[src/bpfa_pkg.sv]
// Shared constants, types and operation codes for the bitmap page frame allocator.
// No dependencies; imported by every module of the block.
package bpfa_pkg;

    // Default frame capacity of the map
    localparam int MAX_FRAMES_DEF = 65536;

    // Map word geometry: one 32-frame word per memory entry
    localparam int WORD_W = 32;
    localparam int OFF_W  = 5;

    // Field widths fixed by the interface
    localparam int FUNC_W    = 3;
    localparam int CNT_W     = 17;
    localparam int FRAME_W   = 16;
    localparam int POS_MIN_W = 18;   // first_frame + run_length needs 18 bits

    localparam logic [CNT_W-1:0] FRAME_COUNT_RST = 17'd65536;

    // Operation codes carried by the func field
    typedef enum logic [FUNC_W-1:0] {
        F_INIT      = 3'd0,
        F_REQUEST   = 3'd1,
        F_LOCK      = 3'd2,
        F_FREE      = 3'd3,
        F_RESERVE   = 3'd4,
        F_UNRESERVE = 3'd5
    } t_func;

    // Outcome of processing one map word
    typedef struct packed {
        logic [WORD_W-1:0] new_word;  // word to write back
        logic              any;       // at least one candidate bit in range
        logic [OFF_W-1:0]  low_idx;   // lowest candidate bit
        logic [OFF_W:0]    cnt;       // number of bits flipped
        logic              more;      // the range continues past this word
    } t_word_res;

endpackage

[src/bpfa_word_op.sv]
// Per-word modify logic: range mask, candidate bits, lowest hit and flip count.
// Depends on bpfa_pkg.
module bpfa_word_op
    import bpfa_pkg::*;
#(
    parameter int POS_W = POS_MIN_W
) (
    input  logic [WORD_W-1:0] i_word,
    input  logic [POS_W-1:0]  i_pos,
    input  logic [POS_W-1:0]  i_end,
    input  logic [FUNC_W-1:0] i_func,
    output t_word_res         o_res,
    output logic [POS_W-1:0]  o_next_pos
);

    logic [POS_W-1:0]  base;
    logic [POS_W-1:0]  bound;
    logic [POS_W-1:0]  lim;
    logic [POS_W-1:0]  span;
    logic [OFF_W:0]    hi_off;
    logic [WORD_W-1:0] mask_lo;
    logic [WORD_W-1:0] mask_hi;
    logic [WORD_W-1:0] mask;
    logic [WORD_W-1:0] cand;
    logic [WORD_W-1:0] low_bit;
    logic [WORD_W-1:0] changed;
    logic [OFF_W-1:0]  idx;
    logic              is_req;
    logic              setting;
    logic [1:0]        pc1 [16];
    logic [2:0]        pc2 [8];
    logic [3:0]        pc3 [4];
    logic [4:0]        pc4 [2];

    // Frames of this word that lie in [pos, min(end, word boundary))
    always_comb begin
        base    = {i_pos[POS_W-1:OFF_W], OFF_W'(0)};
        bound   = base + POS_W'(WORD_W);
        lim     = (i_end < bound) ? i_end : bound;
        span    = lim - base;
        hi_off  = span[OFF_W:0];
        mask_lo = {WORD_W{1'b1}} << i_pos[OFF_W-1:0];
        mask_hi = hi_off[OFF_W] ? {WORD_W{1'b1}}
                                : ((WORD_W'(1) << hi_off[OFF_W-1:0]) - WORD_W'(1));
        mask    = mask_lo & mask_hi;
    end

    // Bits that would change; a request takes only the lowest clear one
    always_comb begin
        is_req  = (i_func == F_REQUEST);
        setting = is_req || (i_func == F_LOCK) || (i_func == F_RESERVE);
        cand    = setting ? (mask & ~i_word) : (mask & i_word);
        low_bit = cand & (~cand + WORD_W'(1));
        changed = is_req ? low_bit : cand;
    end

    // One-hot to index of the lowest candidate
    always_comb begin
        idx = '0;
        for (int i = 0; i < WORD_W; i++) begin
            idx = idx | (low_bit[i] ? OFF_W'(i) : OFF_W'(0));
        end
    end

    // Population count of flipped bits as an adder tree
    always_comb begin
        for (int i = 0; i < 16; i++) begin
            pc1[i] = {1'b0, changed[2*i]} + {1'b0, changed[2*i+1]};
        end
        for (int i = 0; i < 8; i++) begin
            pc2[i] = {1'b0, pc1[2*i]} + {1'b0, pc1[2*i+1]};
        end
        for (int i = 0; i < 4; i++) begin
            pc3[i] = {1'b0, pc2[2*i]} + {1'b0, pc2[2*i+1]};
        end
        for (int i = 0; i < 2; i++) begin
            pc4[i] = {1'b0, pc3[2*i]} + {1'b0, pc3[2*i+1]};
        end
    end

    assign o_res.new_word = i_word ^ changed;
    assign o_res.any      = |cand;
    assign o_res.low_idx  = idx;
    assign o_res.cnt      = {1'b0, pc4[0]} + {1'b0, pc4[1]};
    assign o_res.more     = (bound < i_end);
    assign o_next_pos     = bound;

endmodule

[config.mk]
export PLATFORM = sky130hd
export DESIGN_NAME = bpfa_word_op
export DESIGN_NICKNAME = d
export VERILOG_FILES = /design/src/bpfa_pkg.sv /design/src/bpfa_word_op.sv
export SDC_FILE = /design/constraint.sdc
export NUM_CORES = 1
export LEC_CHECK = 0
export BUFFER_PORTS_ARGS = -buffer_cell sky130_fd_sc_hd__buf_2
export CORE_MARGIN = 2
export CORE_UTILIZATION = 40
export DETAILED_ROUTE_END_ITERATION = 10
export PLACE_DENSITY = 0.67
export SLEW_MARGIN = 25
export SYNTH_ARGS = -nofsm -noshare
export SYNTH_HDL_FRONTEND = slang
export SYNTH_SLANG_ARGS = --single-unit
[constraint.sdc]
create_clock -name vclk -period 10.59
set_clock_uncertainty 0.05 [all_clocks]
set_input_delay 1.059 -clock vclk [all_inputs]
set_output_delay 1.059 -clock vclk [all_outputs]
set_load 0.005 [all_outputs]
== Word-level counts from Yosys, hierarchy flattened ==
Index checks and enable logic that the tools add are counted.
Operators by class
  bitwise operators: 37
  magnitude comparators: 2
  eq/ne operators: 3
  add/subtract/negate cells: 35
  muxes and demuxes: 35
  shifts and indexed selects: 2
  reductions and logical operators: 3
Operators by type and width (count)
  bitwise AND 32 bit: 4
  two-way mux 32 bit: 3
  two-way mux 5 bit: 16
  OR 5 bit: 15
  NOT 32 bit: 2
  < comparator 18 bit: 2
  adder 1 x 1 -> 2 bit: 16
  adder 32 x 1 -> 32 bit, second input constant: 1
  two-way mux 4 bit: 8
  OR reduction 32 bit: 1
  left shift 1 x 5 -> 32 bit, first input constant: 1
  left shift 32 x 5 -> 32 bit, first input constant: 1
  subtractor 32 x 1 -> 32 bit, second input constant: 1
  bitwise XOR 32 bit: 1
  OR 4 bit: 7
  adder 2 x 2 -> 3 bit: 8
  adder 18 x 6 -> 18 bit, second input constant: 1
  adder 3 x 3 -> 4 bit: 4
  two-way mux 3 bit: 4
  adder 4 x 4 -> 5 bit: 2
  OR 3 bit: 3
  adder 5 x 5 -> 6 bit: 1
  two-way mux 6 bit: 1
  subtractor 6 bit: 1
  11 further kinds: 13
Word-level totals
  input port bits: 71
  word-level logic and storage cells: 117
  output and inout port bits: 63
  register bits after elaboration: 0

== Depth between registers and ports, before layout ==
  word-level depth: 44
  gate-level depth with buffers: 42
  mapped depth without buffers: 36

== Least setup slack after synthesis ==
No wires, ideal clock.
  path type: input-to-output
  start point: input port i_pos[10]
  end point: output port o_res[5] (netlist name)
  path slack: -0.512 ns
  arrival: 9.993 ns
  buffers on the path: 6
  stages on the path: 42
  data required time: 9.481 ns
  path through: nand4_1 -> nor2_1 -> nand3_1 -> nor3_1 -> xor2_1 -> ha_1 -> and4_4 -> and2_1 -> a221oi_2 -> buf_2 -> buf_2 -> buf_4 -> or4_1 -> ha_1 -> clkbuf_1 -> clkbuf_1 -> nor3b_1 -> a31oi_1 -> [... 6 more ...] -> a21oi_2 -> fa_1 -> inv_1 -> fa_1 -> fa_1 -> inv_1 -> fa_1 -> fa_1 -> inv_1 -> fa_1 -> inv_1 -> ha_1 -> inv_1 -> fa_1 -> inv_1 -> a21o_1 -> a21oi_1 -> xnor2_1
RTL lines
  from (decl): RTL line bpfa_word_op.sv:9  | input logic [POS_W-1:0] i_pos,
  to (decl): RTL line bpfa_word_op.sv:12  | output t_word_res o_res,

==> results_dict.tcl <==
set metrics [dict create \
    status "completed" \
    regArea_um2 0 \
    cp_slowest_cell "fa_2" \
    syn_inst 625 \
    setup_viol 0 \
    design.seq.count 0 \
    p_per_area_nw_per_um2 171 \
    endpoint_kind "primary output" \
    total_power_mw 1.01 \
    wirelength_um 17400 \
    cp.arrival_ps 9430 \
    wire_per_inst_um 18.8 \
    hold_violations 0 \
    slew_viol_final 0 \
    ir_drop_uv 264 \
    drt-initial-drc-count 481 \
    maxCapViolCount 0 \
    fmax_mhz 94.9 \
    die_h_um 109 \
    slowest_delay_ps 580 \
    timing.final.crit_share_pct 99.5 \
    core-area_um2 10800 \
    num_io_pins 134 \
    worst_pin_slew_ps 1020 \
    avgSynthCellArea_um2 7.08 \
    setup.worst_path.class "input port to primary output" \
    drive_above_1_share_pct 33.9 \
    relSlewSlack_pct 32.1 \
    num_antenna_cells 0 \
    initial_utilization_pct 40.8 \
    fp.dieW_um 109 \
    ys_types 80 \
    final_cells 927 \
    dp_hpwl_um 14200 \
    yosysWarningCount 0 \
    routed_via_density 5.92 \
    grt_max_degree 28 \
    grt_antenna_before_repair 0 \
    critPathRequiredTime_ps 9480 \
    clock_buffers 0 \
    fp-row-count 38 \
    p_leak_nw 2.82 \
    pre_cts_ws_ps -215 \
    dp_cells 904 \
    num-fill-cells 1076 \
    holdBufCountCts 0 \
    utilization_pct 54.5 \
    fin_ws_ps 51.9 \
    vias 5489 \
    dieArea_um2 11900 \
    area_growth_syn_to_layout_pct 33.4 \
    crit_fanout 8 \
    min_period_ps 10540 \
    whs_ps 2350 \
    nets 907 \
    grt_pass1_wl_um 26900 \
    drc 0 \
    grt_pass1_vias 5262 \
    grt-ovfl-total 0 \
    ant_nets 0 \
    port_buffers 129 \
    cp-start-kind "input port" \
    min_path_type "input port to primary output" \
    synth-seq-area-share_pct 0 \
    grt_use_total_pct 28.6 \
    synth_area_um2 4430 \
    gp_congestion 0.961 \
    rsz0062_at_grt "true" \
    drt_pre_antenna_iters 5 \
]
[worst paths after layout]
path                    from        end  slack (ps)  cells after the start
setup / recovery    i_pos[5]   o_res[5]          50                     39
hold / removal    i_word[17]  o_res[30]        2350                      3
[report_power, final]
group	total [mW]	internal [mW]	leakage (nW)	switching [mW]
sequential	0	0	0	0
combinational	1.01	0.489	2.82	0.519
clock	0	0	0	0
[worst max-delay path, delay by kind of cell]
| family | cells | cell delay, ps |
|---|---|---|
| XOR/XNOR | 2 | 270 |
| buffers and inverters | 10 | 960 |
| AO/OA/AOI/OAI | 7 | 1070 |
| adder cells (fa/ha/maj) | 11 | 4040 |
| AND/OR/NAND/NOR | 9 | 2010 |
[kinds of logic (layout without fill, tap and decap cells)]
family                   count (synthesis)  in the layout  share of synthesized area (%)
other                                    1              5                         0.0847
adder cells (fa/ha/maj)                 47             47                           17.4
buffers and inverters                  100            258                           10.1
AND/OR/NAND/NOR                        221            221                           28.2
multiplexers                             2              2                          0.452
XOR/XNOR                                81             81                           16.2
AO/OA/AOI/OAI                          173            173                           27.5
[cell usage in the layout (no fill, tap or decap), drive strengths merged, types with 8 or more instances in the layout]
cell / count
inv: 56
xor2: 44
nand2: 40
a21oi: 40
ha: 23
fa: 24
a21o: 12
or2: 8
nand2b: 9
o211ai: 13
nand3: 26
nor2b: 8
o311ai: 11
and3: 8
xnor2: 37
o21ai: 35
nand4: 15
and2: 14
nor2: 39
nor3: 15
buf: 200
[synth_stat cells, types with 5 or more instances]
| cell | number | area (um^2) |
|---|---|---|
| or3_1 | 7 | 43.8 |
| nand3_1 | 26 | 130 |
| a21oi_1 | 36 | 180 |
| nand4_1 | 13 | 81.3 |
| or4_1 | 5 | 37.5 |
| nor2_1 | 39 | 146 |
| inv_1 | 56 | 210 |
| nor2b_1 | 8 | 50.1 |
| and4_1 | 5 | 43.8 |
| xor2_1 | 44 | 385 |
| and3_1 | 8 | 50.1 |
| a21o_1 | 12 | 90.1 |
| ha_1 | 23 | 288 |
| o21ai_0 | 30 | 150 |
| nand2_1 | 40 | 150 |
| or2_2 | 6 | 37.5 |
| buf_4 | 9 | 67.6 |
| xnor2_1 | 36 | 315 |
| o311ai_0 | 9 | 78.8 |
| and2_1 | 13 | 81.3 |
| nand3b_1 | 5 | 37.5 |
| fa_1 | 24 | 480 |
| nand2b_1 | 9 | 56.3 |
| o311a_1 | 6 | 60.1 |
| o211ai_1 | 13 | 97.6 |
| buf_2 | 14 | 70.1 |
| a31oi_1 | 7 | 43.8 |
| nor3_1 | 14 | 70.1 |
| clkbuf_1 | 17 | 63.8 |
[through the flow]
step | setup TNS, ps | instance area (um^2)
2_1_floorplan | -18.7 | 4580
3_3_place_gp | 0 | 5520
3_5_place_dp | -497 | 5520
4_1_cts | 0 | 5650
5_1_grt | -776 | 5910
6_report | 0 | 5910
[timing repair]
action	4_1_cts	5_1_grt
setup endpoints to repair	5	5
gates resized for setup	12	26
cloned	1	1
setup buffers	5	16
pin swaps	9	26
[final cells by class]
cell class	count	area, um^2	share of cell area [%]
Multi-Input combinational cell	529	4230	71.6
Inverter	56	210	3.56
Tap cell	140	175	2.97
Timing Repair Buffer	202	1290	21.9
[routing by layer]
| layer | global-route usage [%] | vias to the layer above | part of all wire, % |
|---|---|---|---|
| met4 | 11.0 | 0 | 5.0 |
| met3 | 2.75 | 60 | 7.2 |
| li1 | - | 2566 | - |
| met1 | 37.0 | 2578 | 41 |
| met2 | 48.9 | 285 | 47 |
| met5 | 0 | - | 0 |
No activity file was read; power rests on OpenSTA's default activity.
